`src/rtl/mdb_pkg.sv`:
```
// ----------------------------------------------------------------------------
// mdb_pkg
// Shared types and constants of the multichannel input debounce block.
// ----------------------------------------------------------------------------
`default_nettype none

package mdb_pkg;

    // channel storage
    localparam int CHANNELS = 8;
    localparam int CH_W     = 3;
    localparam int TIME_W   = 32;
    localparam int RUN_W    = 4;

    // configuration register indexes
    localparam int CFG_IDX_W = 3;
    localparam logic [CFG_IDX_W-1:0] REG_CHANNEL_COUNT  = 3'd0;
    localparam logic [CFG_IDX_W-1:0] REG_INPUT_ENABLE   = 3'd1;
    localparam logic [CFG_IDX_W-1:0] REG_ACTIVE_LOW     = 3'd2;
    localparam logic [CFG_IDX_W-1:0] REG_STABLE_SAMPLES = 3'd3;
    localparam logic [CFG_IDX_W-1:0] REG_REFRESH_TICKS  = 3'd4;

    // configuration reset values
    localparam logic [RUN_W-1:0]  STABLE_SAMPLES_RST = 4'd3;
    localparam logic [TIME_W-1:0] REFRESH_TICKS_RST  = 32'd10000;

    // per-channel state word kept in the state memory
    typedef struct packed {
        logic              candidate_value;
        logic [RUN_W-1:0]  run_length;
        logic              stable_value;
        logic              has_reported;
        logic [TIME_W-1:0] last_report_time;
    } chan_state_t;

    localparam int STATE_W = $bits(chan_state_t);

endpackage

`default_nettype wire

```
`src/rtl/mdb_sample_if.sv`:
```
// ----------------------------------------------------------------------------
// mdb_sample_if
// Sample request channel: channel index, raw pin level and tick timestamp.
// ----------------------------------------------------------------------------
`default_nettype none

interface mdb_sample_if;

    logic                        valid;
    logic                        ready;
    logic [mdb_pkg::CH_W-1:0]    sample_channel;
    logic                        raw_level;
    logic [mdb_pkg::TIME_W-1:0]  sample_time;

    modport source (output valid, output sample_channel, output raw_level,
                    output sample_time, input ready);
    modport sink   (input valid, input sample_channel, input raw_level,
                    input sample_time, output ready);

endinterface

`default_nettype wire

```
`src/rtl/mdb_report_if.sv`:
```
// ----------------------------------------------------------------------------
// mdb_report_if
// Report request channel: channel index and its debounced value.
// ----------------------------------------------------------------------------
`default_nettype none

interface mdb_report_if;

    logic                     valid;
    logic                     ready;
    logic [mdb_pkg::CH_W-1:0] report_channel;
    logic                     report_value;

    modport source (output valid, output report_channel, output report_value,
                    input ready);
    modport sink   (input valid, input report_channel, input report_value,
                    output ready);

endinterface

`default_nettype wire

```
`src/rtl/mdb_cfg_if.sv`:
```
// ----------------------------------------------------------------------------
// mdb_cfg_if
// Configuration write channel: register index and write data.
// ----------------------------------------------------------------------------
`default_nettype none

interface mdb_cfg_if;

    logic                            valid;
    logic                            ready;
    logic [mdb_pkg::CFG_IDX_W-1:0]   reg_index;
    logic [mdb_pkg::TIME_W-1:0]      wdata;

    modport source (output valid, output reg_index, output wdata, input ready);
    modport sink   (input valid, input reg_index, input wdata, output ready);

endinterface

`default_nettype wire

```
`src/rtl/mdb_ram.sv`:
```
// ----------------------------------------------------------------------------
// mdb_ram
// Generic single-clock RAM, one write port and one read port with
// registered read data; a read at the address being written returns old data.
// ----------------------------------------------------------------------------
`default_nettype none

module mdb_ram #(
    parameter int WIDTH = 8,
    parameter int DEPTH = 8
) (
    input  wire logic                       clk,
    input  wire logic                       we,
    input  wire logic [$clog2(DEPTH)-1:0]   waddr,
    input  wire logic [WIDTH-1:0]           wdata,
    input  wire logic                       re,
    input  wire logic [$clog2(DEPTH)-1:0]   raddr,
    output logic      [WIDTH-1:0]           rdata
);

    logic [WIDTH-1:0] mem [DEPTH];

    // write port and registered read port
    always_ff @(posedge clk)
    begin
        if (we)
        begin
            mem[waddr] <= wdata;
        end
        if (re)
        begin
            rdata <= mem[raddr];
        end
    end

endmodule

`default_nettype wire

```
`src/rtl/multichannel_input_debounce_report.sv`:
```
// ----------------------------------------------------------------------------
// multichannel_input_debounce_report
// Per-channel input debouncer that reports stable values and refreshes them.
// ----------------------------------------------------------------------------
// Channels: sample (sink) takes one pin sample per request; report (source)
// gives zero or one report per sample, in sample order; cfg (sink) writes the
// five configuration registers and is always ready. Write cfg only while idle.
// Per-channel state lives in a small synchronous RAM. A sample is accepted
// and its channel entry read; in the update stage the entry is updated, written
// back and any report loaded into the output register. A back-to-back sample
// of the same channel takes the just-written entry from a bypass register.
// A report passes through the update stage, then the output register.
// Throughput: one sample per cycle unless a reporting sample stalls, set by
// the single read-modify-write of the state RAM.
// Reset: control and configuration registers reset and every channel entry
// reads as zero through per-entry valid flags; no clearing pass is needed.
// Stall: while a report waits, later samples still go through; a sample
// that must report stalls in the update stage and holds sample.ready low
// until the output register frees.
// ----------------------------------------------------------------------------
`default_nettype none

module multichannel_input_debounce_report (
    input  wire logic     clk,
    input  wire logic     rst_n,
    mdb_sample_if.sink    sample,
    mdb_report_if.source  report,
    mdb_cfg_if.sink       cfg
);

    // configuration registers
    logic [3:0]                    channel_count_reg;
    logic [mdb_pkg::CHANNELS-1:0]  input_enable_reg;
    logic [mdb_pkg::CHANNELS-1:0]  active_low_reg;
    logic [mdb_pkg::RUN_W-1:0]     stable_samples_reg;
    logic [mdb_pkg::TIME_W-1:0]    refresh_ticks_reg;

    // update stage
    logic                          s1_valid_reg;
    logic                          s1_valid_next;
    logic [mdb_pkg::CH_W-1:0]      s1_ch_reg;
    logic                          s1_level_reg;
    logic [mdb_pkg::TIME_W-1:0]    s1_time_reg;
    logic                          s1_ent_valid_reg;

    // entry valid flags and write bypass
    logic [mdb_pkg::CHANNELS-1:0]  entry_valid_reg;
    logic                          fwd_valid_reg;
    logic [mdb_pkg::CH_W-1:0]      fwd_ch_reg;
    mdb_pkg::chan_state_t          fwd_data_reg;

    // output register
    logic                          out_valid_reg;
    logic                          out_valid_next;
    logic [mdb_pkg::CH_W-1:0]      out_ch_reg;
    logic                          out_value_reg;

    logic                          sample_accept;
    logic                          cfg_accept;
    logic [mdb_pkg::STATE_W-1:0]   ram_rdata;
    mdb_pkg::chan_state_t          cur;
    mdb_pkg::chan_state_t          upd;
    logic                          s1_enabled;
    logic                          s1_level;
    logic [mdb_pkg::RUN_W-1:0]     need;
    logic [mdb_pkg::TIME_W-1:0]    elapsed;
    logic                          s1_report;
    logic                          out_free;
    logic                          s1_go;
    logic                          ram_we;

    assign cfg.ready     = 1'b1;
    assign cfg_accept    = cfg.valid & cfg.ready;
    assign sample_accept = sample.valid & sample.ready;

    // configuration writes, unknown indexes are dropped
    always_ff @(posedge clk or negedge rst_n)
    begin
        if (!rst_n)
        begin
            channel_count_reg  <= '0;
            input_enable_reg   <= '0;
            active_low_reg     <= '0;
            stable_samples_reg <= mdb_pkg::STABLE_SAMPLES_RST;
            refresh_ticks_reg  <= mdb_pkg::REFRESH_TICKS_RST;
        end
        else if (cfg_accept)
        begin
            unique case (cfg.reg_index)
                mdb_pkg::REG_CHANNEL_COUNT:  channel_count_reg  <= cfg.wdata[3:0];
                mdb_pkg::REG_INPUT_ENABLE:   input_enable_reg   <= cfg.wdata[7:0];
                mdb_pkg::REG_ACTIVE_LOW:     active_low_reg     <= cfg.wdata[7:0];
                mdb_pkg::REG_STABLE_SAMPLES: stable_samples_reg <= cfg.wdata[3:0];
                mdb_pkg::REG_REFRESH_TICKS:  refresh_ticks_reg  <= cfg.wdata;
                default: ;
            endcase
        end
    end

    // channel state memory
    mdb_ram #(
        .WIDTH (mdb_pkg::STATE_W),
        .DEPTH (mdb_pkg::CHANNELS)
    ) u_state_ram (
        .clk   (clk),
        .we    (ram_we),
        .waddr (s1_ch_reg),
        .wdata (upd),
        .re    (sample_accept),
        .raddr (sample.sample_channel),
        .rdata (ram_rdata)
    );

    // current entry: bypass, then stored word, else the reset value
    always_comb
    begin
        priority if (fwd_valid_reg && (fwd_ch_reg == s1_ch_reg))
        begin
            cur = fwd_data_reg;
        end
        else if (s1_ent_valid_reg)
        begin
            cur = mdb_pkg::chan_state_t'(ram_rdata);
        end
        else
        begin
            cur = '0;
        end
    end

    // sample filter and logical level
    assign s1_enabled = (32'(s1_ch_reg) < mdb_pkg::CHANNELS)
                      && ({1'b0, s1_ch_reg} < channel_count_reg)
                      && input_enable_reg[s1_ch_reg];
    assign s1_level   = s1_level_reg ^ active_low_reg[s1_ch_reg];
    assign need       = (stable_samples_reg == '0) ? 4'd1 : stable_samples_reg;

    // run update and report decision
    always_comb
    begin
        upd = cur;
        if (s1_level != cur.candidate_value)
        begin
            upd.candidate_value = s1_level;
            upd.run_length      = 4'd1;
        end
        else if (cur.run_length < need)
        begin
            upd.run_length = cur.run_length + 4'd1;
        end
        elapsed   = s1_time_reg - cur.last_report_time;
        s1_report = s1_enabled && (upd.run_length >= need)
                 && (!cur.has_reported || (cur.stable_value != upd.candidate_value)
                     || (elapsed >= refresh_ticks_reg));
        if (s1_report)
        begin
            upd.has_reported     = 1'b1;
            upd.stable_value     = upd.candidate_value;
            upd.last_report_time = s1_time_reg;
        end
    end

    // stage flow control
    assign out_free     = !out_valid_reg || report.ready;
    assign s1_go        = s1_valid_reg && (!s1_report || out_free);
    assign sample.ready = !s1_valid_reg || s1_go;
    assign ram_we       = s1_go && s1_enabled;

    always_comb
    begin
        s1_valid_next = s1_valid_reg;
        if (sample_accept)
        begin
            s1_valid_next = 1'b1;
        end
        else if (s1_go)
        begin
            s1_valid_next = 1'b0;
        end
    end

    always_comb
    begin
        out_valid_next = out_valid_reg;
        if (s1_go && s1_report)
        begin
            out_valid_next = 1'b1;
        end
        else if (report.ready)
        begin
            out_valid_next = 1'b0;
        end
    end

    // control registers
    always_ff @(posedge clk or negedge rst_n)
    begin
        if (!rst_n)
        begin
            s1_valid_reg    <= 1'b0;
            out_valid_reg   <= 1'b0;
            entry_valid_reg <= '0;
            fwd_valid_reg   <= 1'b0;
        end
        else
        begin
            s1_valid_reg  <= s1_valid_next;
            out_valid_reg <= out_valid_next;
            if (ram_we)
            begin
                entry_valid_reg[s1_ch_reg] <= 1'b1;
                fwd_valid_reg              <= 1'b1;
            end
        end
    end

    // payload registers
    always_ff @(posedge clk)
    begin
        if (sample_accept)
        begin
            s1_ch_reg        <= sample.sample_channel;
            s1_level_reg     <= sample.raw_level;
            s1_time_reg      <= sample.sample_time;
            s1_ent_valid_reg <= entry_valid_reg[sample.sample_channel];
        end
        if (ram_we)
        begin
            fwd_ch_reg   <= s1_ch_reg;
            fwd_data_reg <= upd;
        end
        if (s1_go && s1_report)
        begin
            out_ch_reg    <= s1_ch_reg;
            out_value_reg <= upd.stable_value;
        end
    end

    assign report.valid          = out_valid_reg;
    assign report.report_channel = out_ch_reg;
    assign report.report_value   = out_value_reg;

endmodule

`default_nettype wire
```
`src/flat_wrapper.sv`:
```
// flat-port wrapper written by rule: the top's interface ports become plain ports
module multichannel_input_debounce_report_flat 
  (clk, rst_n, sample_valid, sample_sample_channel, sample_raw_level, sample_sample_time, sample_ready, report_valid, report_report_channel, report_report_value, report_ready, cfg_valid, cfg_reg_index, cfg_wdata, cfg_ready);
  mdb_sample_if sample_i ();
  mdb_report_if report_i ();
  mdb_cfg_if cfg_i ();
  input  wire logic clk;
  input  wire logic rst_n;
  input wire logic [$bits(sample_i.valid)-1:0] sample_valid;
  input wire logic [$bits(sample_i.sample_channel)-1:0] sample_sample_channel;
  input wire logic [$bits(sample_i.raw_level)-1:0] sample_raw_level;
  input wire logic [$bits(sample_i.sample_time)-1:0] sample_sample_time;
  output wire logic [$bits(sample_i.ready)-1:0] sample_ready;
  output wire logic [$bits(report_i.valid)-1:0] report_valid;
  output wire logic [$bits(report_i.report_channel)-1:0] report_report_channel;
  output wire logic [$bits(report_i.report_value)-1:0] report_report_value;
  input wire logic [$bits(report_i.ready)-1:0] report_ready;
  input wire logic [$bits(cfg_i.valid)-1:0] cfg_valid;
  input wire logic [$bits(cfg_i.reg_index)-1:0] cfg_reg_index;
  input wire logic [$bits(cfg_i.wdata)-1:0] cfg_wdata;
  output wire logic [$bits(cfg_i.ready)-1:0] cfg_ready;
  assign sample_i.valid = sample_valid;
  assign sample_i.sample_channel = sample_sample_channel;
  assign sample_i.raw_level = sample_raw_level;
  assign sample_i.sample_time = sample_sample_time;
  assign sample_ready = sample_i.ready;
  assign report_valid = report_i.valid;
  assign report_report_channel = report_i.report_channel;
  assign report_report_value = report_i.report_value;
  assign report_i.ready = report_ready;
  assign cfg_i.valid = cfg_valid;
  assign cfg_i.reg_index = cfg_reg_index;
  assign cfg_i.wdata = cfg_wdata;
  assign cfg_ready = cfg_i.ready;
  multichannel_input_debounce_report u_core (.clk(clk), .rst_n(rst_n), .sample(sample_i), .report(report_i), .cfg(cfg_i));
endmodule
```
`config.mk`:
```
export PLATFORM = sky130hd
export DESIGN_NAME = multichannel_input_debounce_report_flat
export DESIGN_NICKNAME = d
export VERILOG_FILES = /design/src/rtl/mdb_pkg.sv /design/src/rtl/mdb_sample_if.sv /design/src/rtl/mdb_report_if.sv /design/src/rtl/mdb_cfg_if.sv /design/src/rtl/mdb_ram.sv /design/src/rtl/multichannel_input_debounce_report.sv /design/src/flat_wrapper.sv
export SDC_FILE = /design/constraint.sdc
export NUM_CORES = 1
export LEC_CHECK = 0
export ABC_AREA = 1
export BUFFER_PORTS_ARGS = -buffer_cell sky130_fd_sc_hd__buf_2
export CORE_UTILIZATION = 50
export DETAILED_ROUTE_END_ITERATION = 10
export PLACE_DENSITY_LB_ADDON = 0.05
export SYNTH_ARGS = -nofsm -noshare
export SYNTH_HDL_FRONTEND = slang
export SYNTH_SLANG_ARGS = --single-unit
```
`constraint.sdc`:
```
create_clock -name clk -period 17.45 [get_ports clk]
set_input_delay 0 -clock clk [delete_from_list [all_inputs] [get_ports clk]]
set_output_delay 0 -clock clk [all_outputs]
set_load 0.1 [all_outputs]
```
==> results.ini <==
[floorplanning]
die_area_um2=46400
die_w_um=216
start_util_pct=51.1
placementRows=77
die_y_um=216
core_area_um2=44600
ios=83

[global_route]
grt_max_degree=93
grt_pass1_vias=15400
grt_usage_pct=25.4
antenna_found_initial=2
grt-ovfl-total=0
grt_pass1_wl_mm=90.0

[yosys]
ys.warnings.count=0
ys_types=47
synthTopCellsByArea=edfxtp_1, dfrtp_1, nor2_1
synthesis.nets=2318
ys.flop_type=edfxtp_1
ys_seq_area_share_pct=64.6
synth.ff_latch_count=501
synth_top_area_share_pct=57.2
async_flop_share_pct=13.4
synthTopCellsByCount=edfxtp_1, nor2_1, nand2_1, o21ai_0, inv_1
yosysMostFrequentCell=edfxtp_1
synth_edf_count=434
syn_area_per_cell_um2=10.5
yosys.area.top_type=edfxtp_1
syn_area_um2=22800
synth_cells=2174

[sta]
whs_ps=75.3
fmax_mhz=128
setup_viol=0
relSlewSlack_pct=13.4
hold_viol_final=0
worst_pin_slew_ps=1280
period_share_pct=44.8
finalSetupTns_ps=0
post-route-min-period_ps=7820
setup_slack_ps=9630
finClkSkew_ps=17.3
rsz0062_at_grt=false
slew_viol_final=0

[routing]
wl_per_cell_um=19.7
vias_per_cell=5.42
postRouteAntennaNets=0
drcViolationCount=0
drt_iter0_drc=1629
drt_wl_total_mm=58.1
drt-pass1-iter-count=5
vias=16000

[cells_and_area]
largest_reg_flops=312
syn_to_final_growth_pct=14.3
fin_nets=2462
layout-drive-gt1-share_pct=9.68
final_util_pct=58.4
fin_cells=2948
design_area_um2=26100

[critical_path]
arrival_ps=8040
critPathKind=flop to flop
cp-end-kind=flop
worst-r2r-cell-count=25
crit_end=u_core.fwd_data_reg[24]
worstPathMaxFanout=50
cp-start-kind=flop
reg2reg_from=u_core.s1_ch_reg[0]
rrSetupSlack_ps=9630
critical_path.startpoint=u_core.s1_ch_reg[0]
required_ps=17670
reg2reg_to=u_core.fwd_data_reg[24]

[clock_network]
clkSinkCount=501
cts_resized=0
root_buffer=clkbuf_16
htreeDepth=2
cts_setup_buffers=0
cts_tree=yes
clock_latency_ps=610
cts_made_buffers=51
clk_pin_slew_worst_paths_ps=60
clockBufferDepth=3

[placement]
placed_cells=2783
dpl_cell_area_um2=23800
place_congestion=0.874
detailedPlace.worstSlack_ps=9670
port_buffers=81
hpwlAfterDp_mm=35.7

[pwr]
powerDensity_nw_per_um2=117
vdd_drop_max_mv=0.0838
finalPower_mw=3.05
leakage_nw=10.4

[status]
status=finished clean

[run]
maxCapViolCount=0

[min_path]
worstHoldPathType=primary input to flop

## cell type report
cell class	instances	area, um2
Antenna cell	1	2.50
Clock buffer	68	1340
Clock inverter	22	171
Fill cell	3773	18600
Inverter	189	714
Multi-Input combinational cell	1390	6990
Sequential cell	501	14700
Tap cell	592	741
Timing Repair Buffer	185	1370
## worst min-delay path by stage
stage | start | to | slack, ps | cells after the start
6_report | cfg_valid | u_core.refresh_ticks_reg[4] | 80 | 5
5_1_grt | sample_sample_time[20] | u_core.s1_time_reg[20] | 90 | 2
4_1_cts | cfg_valid | u_core.input_enable_reg[7] | 50 | 6
3_5_place_dp | sample_sample_time[5] | u_core.s1_time_reg[5] | 180 | 1
3_3_place_gp | sample_sample_time[29] | u_core.s1_time_reg[29] | 180 | 1
2_1_floorplan | rst_n | u_core.active_low_reg[0] | -300 | 0
## worst max-delay path, cell delays in order (launching register included)
cell      delay [ps]
edfxtp_1         570
inv_2            160
nand2_1          100
nand2_2           70
nor2_4           710
nand2_4          530
o21ai_0          540
ha_1             400
a21oi_1          300
o21ai_0          250
a211oi_1         340
nand2_1          100
nand2_1           60
nand2_1           50
ha_1             290
a21oi_1          150
o21ai_0          100
a21oi_1          140
o21a_1           160
nand2_1           60
nor2_1           270
nand2_1          110
nand2_1          440
inv_1            140
buf_4            300
o21ai_0         1040
## per-layer routing
layer  vias to the layer above  global-route usage (%)  wire length [um]
met1                      7606                    38.0             27600
met5                         -                       0                 0
met4                         0                    6.97              1170
met2                       486                    39.0             25800
li1                       7820                       -                 -
met3                        68                    3.20              3510
## repair_timing
| action | in CTS | in global routing |
|---|---|---|
| endpoints found under the setup margin | 0 | 0 |
| endpoints found under the hold margin | 166 | 0 |
| hold buffers | 74 | 0 |
## kinds of logic after synthesis
group	Yosys count	share of synthesized area, %
fa+ha+maj	68	3.73
xor+xnor	20	0.769
compound gates	441	10.5
flops	501	64.6
other cells	1	0.0165
buf+inv	283	4.78
simple gates	860	15.6
## cells in the final DEF (no fill, tap or decap), types with 43 or more instances in the layout
master	instances
edfxtp_1	434
nand3_1	116
nand2_1	331
dlygate4sd3_1	74
a21oi_1	83
o21ai_0	248
a31oi_1	43
ha_1	68
buf_2	80
inv_1	173
clkbuf_16	51
nor2_1	350
dfrtp_1	60
## where the power goes
part	leakage (nW)	internal, mW	total (mW)	switching [mW]
clock network	0.733	0.555	1.01	0.450
registers	4.76	1.45	1.48	0.0275
logic	4.89	0.167	0.568	0.401
total	10.4	2.18	3.05	0.879
Note: power is estimated with default switching activity, not from simulation.
